--- config.mk ---
export PLATFORM = sky130hd
export DESIGN_NAME = second_order_byte_checksum_core_flat
export DESIGN_NICKNAME = d
export VERILOG_FILES = /design/src/hw/rtl/sobc_pkg.sv /design/src/hw/rtl/sobc_in_if.sv /design/src/hw/rtl/sobc_out_if.sv /design/src/hw/rtl/sobc_in_stage.sv /design/src/hw/rtl/sobc_recur.sv /design/src/hw/rtl/sobc_out_stage.sv /design/src/hw/rtl/second_order_byte_checksum_core.sv /design/src/flat_wrapper.sv
export SDC_FILE = /design/constraint.sdc
export NUM_CORES = 1
export LEC_CHECK = 0
export ABC_AREA = 1
export CORE_ASPECT_RATIO = 1.25
export CORE_UTILIZATION = 45
export DETAILED_ROUTE_END_ITERATION = 16
export DONT_BUFFER_PORTS = 1
export GPL_TIMING_DRIVEN = 1
export PLACE_DENSITY = 0.69
export SETUP_SLACK_MARGIN = 0.02
export SKIP_CTS_REPAIR_TIMING = 1
export SLEW_MARGIN = 0
export SYNTH_ARGS = -nofsm -noshare
export SYNTH_HDL_FRONTEND = slang
export SYNTH_SLANG_ARGS = --single-unit
--- constraint.sdc ---
create_clock -name i_clk -period 12.9 [get_ports i_clk]
set_input_delay 1.935 -clock i_clk [delete_from_list [all_inputs] [get_ports i_clk]]
set_output_delay 1.935 -clock i_clk [all_outputs]
set_load 0.01 [all_outputs]
--- src/hw/rtl/sobc_pkg.sv ---
// shared types and constants of the second order byte checksum core
`default_nettype none

package sobc_pkg;

    localparam int unsigned BYTE_W = 8;
    localparam int unsigned SUM_W  = 16;
    localparam int unsigned PROD_W = 25;

    localparam logic [SUM_W-1:0]  FIRST_OFFSET = 16'd7;
    localparam logic [SUM_W-1:0]  FOLD_MOD     = 16'hFFFF;
    localparam logic [SUM_W-1:0]  INIT_VALUE   = 16'd1;
    // 256 * 65535 plus one, lifts a negative difference above zero with the end-around +1
    localparam logic [PROD_W:0]   NEG_LIFT     = 26'd16776961;

    typedef struct packed {
        logic              valid;
        logic              last;
        logic [BYTE_W-1:0] data_byte;
    } t_stage;

    typedef struct packed {
        logic             valid;
        logic [SUM_W-1:0] checksum;
    } t_result;

endpackage

`default_nettype wire

--- src/hw/rtl/sobc_in_if.sv ---
// input channel: message bytes with last marker
`default_nettype none

interface sobc_in_if;
    logic       valid;
    logic       ready;
    logic [7:0] data_byte;
    logic       last;

    modport source (output valid, output data_byte, output last, input ready);
    modport sink   (input valid, input data_byte, input last, output ready);
endinterface

`default_nettype wire

--- src/hw/rtl/sobc_out_if.sv ---
// output channel: finished checksum
`default_nettype none

interface sobc_out_if;
    logic        valid;
    logic        ready;
    logic [15:0] checksum;

    modport source (output valid, output checksum, input ready);
    modport sink   (input valid, input checksum, output ready);
endinterface

`default_nettype wire

--- src/hw/rtl/sobc_in_stage.sv ---
// input register stage of the checksum core
`default_nettype none

module sobc_in_stage (
    input  wire logic            i_clk,
    input  wire logic            i_rst_n,
    sobc_in_if.sink              i_in,
    input  wire logic            i_advance,
    output sobc_pkg::t_stage     o_stage
);

    logic                          r_valid;
    logic                          r_last;
    logic [sobc_pkg::BYTE_W-1:0]   r_data;
    logic                          n_valid;
    logic                          w_take;

    assign i_in.ready = !r_valid || i_advance;
    assign w_take     = i_in.valid && i_in.ready;

    always_comb begin
        n_valid = r_valid;
        if (w_take) begin
            n_valid = 1'b1;
        end else if (i_advance) begin
            n_valid = 1'b0;
        end
    end

    always_ff @(posedge i_clk) begin
        if (!i_rst_n) begin
            r_valid <= 1'b0;
        end else begin
            r_valid <= n_valid;
        end
    end

    always_ff @(posedge i_clk) begin
        if (w_take) begin
            r_data <= i_in.data_byte;
            r_last <= i_in.last;
        end
    end

    assign o_stage.valid     = r_valid;
    assign o_stage.last      = r_last;
    assign o_stage.data_byte = r_data;

endmodule

`default_nettype wire

--- src/hw/rtl/sobc_recur.sv ---
// recurrence state and one-step update with end-around fold modulo 65535
`default_nettype none

module sobc_recur (
    input  wire logic             i_clk,
    input  wire logic             i_rst_n,
    input  wire sobc_pkg::t_stage i_stage,
    input  wire logic             i_advance,
    output sobc_pkg::t_result     o_result
);

    logic [sobc_pkg::BYTE_W-1:0] r_position;
    logic                        r_first;
    logic [sobc_pkg::SUM_W-1:0]  r_prev;
    logic [sobc_pkg::SUM_W-1:0]  r_curr;

    logic [sobc_pkg::BYTE_W-1:0] n_position;
    logic                        n_first;
    logic [sobc_pkg::SUM_W-1:0]  n_prev;
    logic [sobc_pkg::SUM_W-1:0]  n_curr;

    logic [sobc_pkg::BYTE_W-1:0] w_alpha;
    logic [sobc_pkg::BYTE_W-1:0] w_beta;
    logic [sobc_pkg::BYTE_W:0]   w_factor;
    logic [sobc_pkg::PROD_W-1:0] w_plus;
    logic [sobc_pkg::PROD_W-2:0] w_minus;
    logic [sobc_pkg::PROD_W:0]   w_diff;
    logic [sobc_pkg::PROD_W-1:0] w_wrap;
    logic [16:0]                 w_fold1;
    logic [sobc_pkg::SUM_W-1:0]  w_fold2;
    logic [sobc_pkg::SUM_W-1:0]  w_step;
    logic [sobc_pkg::SUM_W-1:0]  w_value;

    // 17*i and 31*i modulo 256 as shifts
    assign w_alpha  = r_position + {r_position[3:0], 4'b0000};
    assign w_beta   = {r_position[2:0], 5'b00000} - r_position;
    assign w_factor = {1'b0, i_stage.data_byte} + {1'b0, w_alpha};
    assign w_plus   = w_factor * r_curr;
    assign w_minus  = w_beta * r_prev;

    always_comb begin
        if (w_plus >= {1'b0, w_minus}) begin
            w_diff = {1'b0, w_plus} - {2'b00, w_minus};
        end else begin
            w_diff = {1'b0, w_plus} + sobc_pkg::NEG_LIFT - {2'b00, w_minus};
        end
        w_wrap  = w_diff[sobc_pkg::PROD_W-1:0];
        w_fold1 = 17'(w_wrap[sobc_pkg::PROD_W-1:16]) + 17'(w_wrap[15:0]);
        w_fold2 = w_fold1[15:0] + 16'(w_fold1[16]);
        w_step  = (w_fold2 == sobc_pkg::FOLD_MOD) ? '0 : w_fold2;
    end

    assign w_value = r_first ? (16'(i_stage.data_byte) + sobc_pkg::FIRST_OFFSET) : w_step;

    always_comb begin
        n_position = r_position;
        n_first    = r_first;
        n_prev     = r_prev;
        n_curr     = r_curr;
        if (i_advance) begin
            if (i_stage.last) begin
                n_position = '0;
                n_first    = 1'b1;
                n_prev     = sobc_pkg::INIT_VALUE;
                n_curr     = sobc_pkg::INIT_VALUE;
            end else begin
                n_position = r_position + 8'd1;
                n_first    = 1'b0;
                n_prev     = r_first ? sobc_pkg::INIT_VALUE : r_curr;
                n_curr     = w_value;
            end
        end
    end

    always_ff @(posedge i_clk) begin
        if (!i_rst_n) begin
            r_position <= '0;
            r_first    <= 1'b1;
            r_prev     <= sobc_pkg::INIT_VALUE;
            r_curr     <= sobc_pkg::INIT_VALUE;
        end else begin
            r_position <= n_position;
            r_first    <= n_first;
            r_prev     <= n_prev;
            r_curr     <= n_curr;
        end
    end

    assign o_result.valid    = i_advance && i_stage.last;
    assign o_result.checksum = w_value;

endmodule

`default_nettype wire

--- src/hw/rtl/sobc_out_stage.sv ---
// result register of the checksum core
`default_nettype none

module sobc_out_stage (
    input  wire logic              i_clk,
    input  wire logic              i_rst_n,
    input  wire sobc_pkg::t_result i_result,
    sobc_out_if.source             o_out,
    output logic                   o_free
);

    logic                         r_valid;
    logic [sobc_pkg::SUM_W-1:0]   r_checksum;
    logic                         n_valid;

    assign o_free = !r_valid || o_out.ready;

    always_comb begin
        n_valid = r_valid;
        if (i_result.valid) begin
            n_valid = 1'b1;
        end else if (o_out.ready) begin
            n_valid = 1'b0;
        end
    end

    always_ff @(posedge i_clk) begin
        if (!i_rst_n) begin
            r_valid <= 1'b0;
        end else begin
            r_valid <= n_valid;
        end
    end

    always_ff @(posedge i_clk) begin
        if (i_result.valid) begin
            r_checksum <= i_result.checksum;
        end
    end

    assign o_out.valid    = r_valid;
    assign o_out.checksum = r_checksum;

endmodule

`default_nettype wire

--- src/hw/rtl/second_order_byte_checksum_core.sv ---
// top level of the second order byte checksum core
//
// i_in carries one message byte per transaction with a last flag on the final
// byte. o_out carries one 16-bit checksum per message, in 0..65534, after the
// transaction that held the last byte.
// A byte taken from i_in is registered in the input register, and the checksum
// of a message is registered in the output register and appears on o_out.valid
// once its last byte leaves the input register while the output register is free.
// Throughput: one byte per cycle while no last byte waits for the output
// register; the recurrence update (two narrow multiplies, a subtract and the
// fold modulo 65535) is combinational and feeds back into the state registers.
// Reset (i_rst_n low at a clock edge) empties both register stages and returns
// the recurrence to the start of a message.
// When the receiver holds o_out.ready low, the checksum waits in the output
// register; bytes that are not last keep flowing, and a last byte waits in the
// input register until the output register frees, which then holds i_in.ready
// low.
`default_nettype none

module second_order_byte_checksum_core (
    input  wire logic  i_clk,
    input  wire logic  i_rst_n,
    sobc_in_if.sink    i_in,
    sobc_out_if.source o_out
);

    sobc_pkg::t_stage  w_stage;
    sobc_pkg::t_result w_result;
    logic              w_free;
    logic              w_advance;

    assign w_advance = w_stage.valid && (!w_stage.last || w_free);

    sobc_in_stage u_in_stage (
        .i_clk     (i_clk),
        .i_rst_n   (i_rst_n),
        .i_in      (i_in),
        .i_advance (w_advance),
        .o_stage   (w_stage)
    );

    sobc_recur u_recur (
        .i_clk     (i_clk),
        .i_rst_n   (i_rst_n),
        .i_stage   (w_stage),
        .i_advance (w_advance),
        .o_result  (w_result)
    );

    sobc_out_stage u_out_stage (
        .i_clk    (i_clk),
        .i_rst_n  (i_rst_n),
        .i_result (w_result),
        .o_out    (o_out),
        .o_free   (w_free)
    );

endmodule

`default_nettype wire

--- src/flat_wrapper.sv ---
// flat-port wrapper written by rule: the top's interface ports become plain ports
module second_order_byte_checksum_core_flat 
  (i_clk, i_rst_n, i_in_valid, i_in_data_byte, i_in_last, i_in_ready, o_out_valid, o_out_checksum, o_out_ready);
  sobc_in_if i_in_i ();
  sobc_out_if o_out_i ();
  input  wire logic i_clk;
  input  wire logic i_rst_n;
  input wire logic [$bits(i_in_i.valid)-1:0] i_in_valid;
  input wire logic [$bits(i_in_i.data_byte)-1:0] i_in_data_byte;
  input wire logic [$bits(i_in_i.last)-1:0] i_in_last;
  output wire logic [$bits(i_in_i.ready)-1:0] i_in_ready;
  output wire logic [$bits(o_out_i.valid)-1:0] o_out_valid;
  output wire logic [$bits(o_out_i.checksum)-1:0] o_out_checksum;
  input wire logic [$bits(o_out_i.ready)-1:0] o_out_ready;
  assign i_in_i.valid = i_in_valid;
  assign i_in_i.data_byte = i_in_data_byte;
  assign i_in_i.last = i_in_last;
  assign i_in_ready = i_in_i.ready;
  assign o_out_valid = o_out_i.valid;
  assign o_out_checksum = o_out_i.checksum;
  assign o_out_i.ready = o_out_ready;
  second_order_byte_checksum_core u_core (.i_clk(i_clk), .i_rst_n(i_rst_n), .i_in(i_in_i), .o_out(o_out_i));
endmodule
==> metrics.txt, run 1 <==
Worst-path clk slew 0.06 ns; global-route wire length before repair between 70000 and 80000 um; post-synthesis cell type count 53; Synth Area in Simple Gates a little under a quarter; Synth Area in XOR/XNOR 4.787%; # port buffers 0; asr flop ratio synth 0%; Hold Path Sink u_core.u_recur.r_position[7]; CP max stage delay roughly 0.54 ns; CTS Root Cell clkbuf_16; WP data required roughly 13 ns; reg-to-reg endpoint u_core.u_recur.r_curr[15]; Routed Antenna Nets 0; maxcap violations 0; post-synth net total between 2000 and 3000; area growth from synthesis to layout 6.807%; post-route insts no fill between 2000 and 3000; Final Hold Vio Count 0; vias in the first global route 13780; Clock Skew 0.008115 ns; die width 168.3 um; H-Tree Depth 3; clock insertion delay at the later pin of the skew report roughly 0.35 ns; Via density 5.369; Iter 0 DRT Violations 1101; Post-Syn Area 15550 um^2; Remaining DRCs 0; largest family of logic cells by synthesized area adder cells; TritonCTS clock tree built; multiplexer area fraction after synthesis less than 1%; Slew Viols, Final 0; clock sinks 68; design area 16610 um^2; DIE AREA 35310 um^2; die height 209.8 um; count leader, synth inv_1; reg2reg path depth 65; TritonCTS buffer count 9; crit path time final 12.15 ns; critical path's most frequent cell nand2_1; setup TNS 0 ns; Syn. warnings 0; Slowest cell on crit path fa_1; Compound-Gate Fraction of Synth Area between 8 and 9%; Seq/Total Area, Yosys between 10 and 15%; Critical Path End Type register; hold wc startpoint u_core.u_recur.r_position[6]; GRT Overall Usage around 26%; initial core utilization between 40% and 50%; critical path arrival 12.34 ns; status finished, final reports clean; EDFF count, synth 25; total length of routed wires 44420 um; Synth top cells by count inv_1, nand2_1, nor2_1; largest net degree at the start of global routing 54; num ports 31; critical-path maximum fanout 9; adder-cell share of the synthesized area 39.54%; Synth area leaders fa_1, ha_1, inv_1, nand2_1, dfxtp_1; cell taking the most area after synthesis fa_1; routability cong. 0.9770; Post-DP HPWL about 37000 um; global route overflow 0; Final period util 94.16%; Synth top area share approximately 25%; WS Path Type register to register; gate count after technology mapping approximately 2200; Mapped Avg Cell Area about 7.2 um^2; Placed Cells 2558; Wirelength per Cell 17.14 um; Pre-antenna DRT Iters 6; Setup-failing EPs final 0; Slew @ Worst Pin 1.096 ns; Hold Crit Class register to register; number of antenna violations at the first check in global routing 0; Top FF cell, synth dfxtp_1; Rel. slew slack 26.51%; share of layout cells above drive strength 1 5.950%; Seq cells post-synth 68; Ant. Diodes 0; crit start category register; Area after DPL 16030 um^2; Max Root-Sink Buffers 2; Rows 75; Final nets about 2600; achievable frequency roughly 80 MHz; Critical R2R Launch u_core.u_recur.r_position[0]; via count approximately 14000; Hold Crit Depth 2; R2R setup slack 0.75 ns; core area about 34000 um^2
## flip-flops by register name (all words and copies together) (netlist names)
name                               cells
u_core.u_recur.r_prev                 16
u_core.u_out_stage.o_out.valid         1
u_core.u_in_stage.r_data               8
u_core.u_out_stage.o_out.checksum     16
u_core.u_in_stage.r_last               1
u_core.u_recur.r_first                 1
u_core.u_recur.r_position              8
u_core.u_recur.r_curr                 16
u_core.u_in_stage.r_valid              1
## worst max path at each step
stage                                            start                               endpoint  slack, ns  cells past startpoint
final                     u_core.u_recur.r_position[0]              u_core.u_recur.r_curr[15]       0.75                     65
after global routing      u_core.u_recur.r_position[0]               u_core.u_recur.r_curr[3]      -0.06                     75
after CTS                 u_core.u_recur.r_position[1]   u_core.u_out_stage.o_out.checksum[0]      -0.06                     69
after detailed placement  u_core.u_recur.r_position[4]   u_core.u_out_stage.o_out.checksum[0]      -0.02                     70
after global placement    u_core.u_recur.r_position[1]   u_core.u_out_stage.o_out.checksum[0]       0.31                     68
after floorplan           u_core.u_recur.r_position[0]  u_core.u_out_stage.o_out.checksum[13]       1.05                     76
## kinds of logic after synthesis
family                     count (synthesis)
muxes                                      2
AOI/OAI and AO/OA                        243
buffers and inverters                    541
adders and majority gates                375
and+or+nand+nor                          847
xor gates and xnor gates                  85
DFF                                       68
## worst max-delay path, delay by kind of cell, from the launching register on
kind | cells | cell delay [ns]
AO/OA/AOI/OAI | 13 | 2.41
XOR/XNOR | 2 | 0.44
adder cells (fa/ha/maj) | 12 | 4.21
buffers and inverters | 11 | 1.17
flip-flops | 1 | 0.33
AND/OR/NAND/NOR | 27 | 3.34
## area by class of cell
cell class | instances | area [um^2]
timing repair buffer | 32 | 244.0
timing repair inverter | 1 | 7.507
sequential | 68 | 1615
inverter | 497 | 1869
fill | 3370 | 17170
clock buffer | 9 | 225.2
multi-input combinational | 1554 | 12040
clock inverter | 7 | 82.58
tap | 423 | 529.3
## stage by stage
step	worst slack, ns	hold WS (ns)	utilization, %
2_1_floorplan	1.052	0.4740	-
3_3_place_gp	0.3121	0.5131	47.44
3_5_place_dp	-0.01541	0.5195	47.44
4_1_cts	-0.05648	0.5281	48.36
5_1_grt	-0.05915	0.5531	49.17
6_report	0.7529	0.5282	49.17
## cells in the final DEF (no fill, tap or decap), types with 25 or more instances in the layout
cell,synthesis,layout
dfxtp_1,43,40
o21ai_0,53,46
nand4_1,30,30
buf_4,0,31
nand2_1,479,475
edfxtp_1,25,25
ha_1,181,177
nand3_1,71,70
fa_1,194,193
xor2_1,62,59
inv_1,490,485
nor2_1,201,199
a21oi_1,130,129
## metal layers
metal  up-vias  wire (um)  global-route usage [%]
li1       6629          -                       -
met1      6610      17760                   32.02
met2       567      21070                   43.33
met3       105       3089                   3.300
met4         0       2503                   12.48
met5         -          0                       0
Power of run 1 is left out: the tool's default activity adds up to more than one toggle a clock period on the data nets, which glitch-free logic cannot reach.
==> run 2, diff against run 1 <==
--- a/config.mk
+++ b/config.mk
@@ -6,7 +6,7 @@
 export NUM_CORES = 1
 export LEC_CHECK = 0
 export ABC_AREA = 1
-export CORE_ASPECT_RATIO = 1.25
+export CORE_ASPECT_RATIO = 0.5
 export CORE_UTILIZATION = 45
 export DETAILED_ROUTE_END_ITERATION = 16
 export DONT_BUFFER_PORTS = 1
==> run 2 against run 1 <==
Net effect: die area grew 0.12%; wire length is 6.4% lower; global-route usage fell by 1.9 points; critical endpoint is now u_core.u_out_stage.o_out.checksum[0]; largest cell class unchanged.
==> metrics.txt, run 2 (same netlist as run 1, synthesis figures left out) <==
status finished, final reports clean; routability cong. 0.9676 (-0.96%); CP Buf/Inv Count 12 (+1); Slew Viols, Final 0 (unchanged); Clock Skew 0.009162 ns (+0.001047 ns); achievable frequency 83.38 MHz (+1.3%); CTS Root Cell clkbuf_16; Hold Crit Depth 2 (unchanged); Ant. Diodes 0 (unchanged); Via density 5.202 (-3.1%); TritonCTS buffer count 9 (unchanged); Critical Path End Type register; reg-to-reg endpoint u_core.u_out_stage.o_out.checksum[0]; GRT Overall Usage 23.67% (-1.9 points); critical path arrival 12.04 ns (-0.30 ns); global route overflow 0 (unchanged); PnR worst setup slack 0.9062 ns (+0.1532 ns); clock insertion delay at the later pin of the skew report 0.33 ns (-0.02 ns); via count 13590 (-2.3%); Slowest cell on crit path fa_1; Max Root-Sink Buffers 2 (unchanged); setup TNS 0 ns (unchanged); commonest non-fill, non-tap cell in the layout inv_1; most frequent cells in the layout inv_1, nand2_1, nor2_1, fa_1, ha_1; Post-DP HPWL 35410 um (-4.8%); number of antenna violations at the first check in global routing 0 (unchanged); DIE AREA 35350 um^2 (+0.12%); Remaining DRCs 0 (unchanged); Top Family by Delay on Critical Path adder cells; largest net degree at the start of global routing 54 (unchanged); Pre-antenna DRT Iters 6 (unchanged); hold wc startpoint u_core.u_recur.r_position[7]; WS Path Type register to register; share of layout cells above drive strength 1 6.310% (+0.36 points); pre-CTS setup slack 0.2070 ns (+0.2224 ns); Iter 0 DRT Violations 1234 (+12%); Setup-failing EPs final 0 (unchanged); initial core utilization 46.39% (+0.36 points); Critical R2R Launch u_core.u_recur.r_position[0]; die width 264.9 um (+57%); crit path time final 11.99 ns (-0.1532 ns); H-Tree Depth 3 (unchanged); maxcap violations 0 (unchanged); Rows 47 (-37%); die height 133.5 um (-36%); Final Hold Vio Count 0 (unchanged); global-route wire length before repair 66470 um (-6.1%); num ports 31 (unchanged); CP max stage delay 0.52 ns (-0.02 ns); # port buffers 0 (unchanged); Slew @ Worst Pin 1.091 ns (-0.004227 ns); area growth from synthesis to layout 7.829%; Worst-path clk slew 0.05 ns (about the same); Hold Crit Class register to register; reg2reg path depth 69 (+6.2%); core area 33520 um^2 (-0.78%); Hold Path Sink u_core.u_recur.r_position[7]; TritonCTS clock tree built; total length of routed wires 41580 um (-6.4%); WP data required 12.95 ns (-0.14 ns); Wirelength per Cell 15.92 um (-7.1%); crit start category register; vias in the first global route 12890 (-6.5%); clock sinks 68 (unchanged); Final period util 92.98% (-1.2 points); R2R setup slack 0.91 ns (+0.15 ns); Routed Antenna Nets 0 (unchanged); critical-path maximum fanout 13 (+4); Rel. slew slack 26.79% (+0.28 points); Final nets 2554 (+0.12%)
-- run 2: through the flow --
step           instance area (um^2)  std cells  hold WS (ns)  util [%]
2_1_floorplan                 15550       2161        0.4740         -
3_3_place_gp                  16090       2581        0.4969     48.00
3_5_place_dp                  16090       2581        0.5039     48.00
4_1_cts                       16370       2597        0.5121     48.83
5_1_grt                       16770       2612        0.5717     50.03
6_report                      16770       2612        0.5104     50.03
-- run 2: per-layer routing --
metal	global-route usage [%]	vias up	wire length, um
li1	-	6613	-
met1	34.87	6459	19790
met2	36.15	458	17610
met5	0	-	0
met4	4.560	0	702
met3	4.473	57	3484
-- run 2: tightest hold or removal path: stages, from the launching register on --
cell,delay [ns]
dfxtp_1,0.34
inv_1,0.07
a21oi_1,0.05
-- run 2: final cells by class --
| cell class | instances | area, um^2 |
|---|---|---|
| clock buffers | 13 | 240.2 |
| clock inverters | 3 | 38.79 |
| fillers | 3313 | 16750 |
| inverters | 497 | 1877 |
| multi-input cells | 1553 | 12150 |
| flip-flops and latches | 68 | 1619 |
| well taps | 441 | 551.8 |
| repair buffers | 36 | 290.3 |
| repair inverters | 1 | 5.005 |
-- run 2: worst max-delay path by stage --
| stage | to | slack (ns) | depth (start not counted) | from |
|---|---|---|---|---|
| 2_1_floorplan | u_core.u_out_stage.o_out.checksum[13] | 1.05 | 76 | u_core.u_recur.r_position[0] |
| 3_3_place_gp | u_core.u_out_stage.o_out.checksum[13] | 0.46 | 73 | u_core.u_recur.r_position[4] |
| 3_5_place_dp | u_core.u_out_stage.o_out.checksum[0] | 0.21 | 73 | u_core.u_recur.r_position[2] |
| 4_1_cts | u_core.u_out_stage.o_out.checksum[0] | 0.19 | 73 | u_core.u_recur.r_position[1] |
| 5_1_grt | u_core.u_out_stage.o_out.checksum[0] | -0.03 | 71 | u_core.u_recur.r_position[0] |
| 6_report | u_core.u_out_stage.o_out.checksum[0] | 0.91 | 69 | u_core.u_recur.r_position[0] |
Power of run 2 is left out for the same reason.
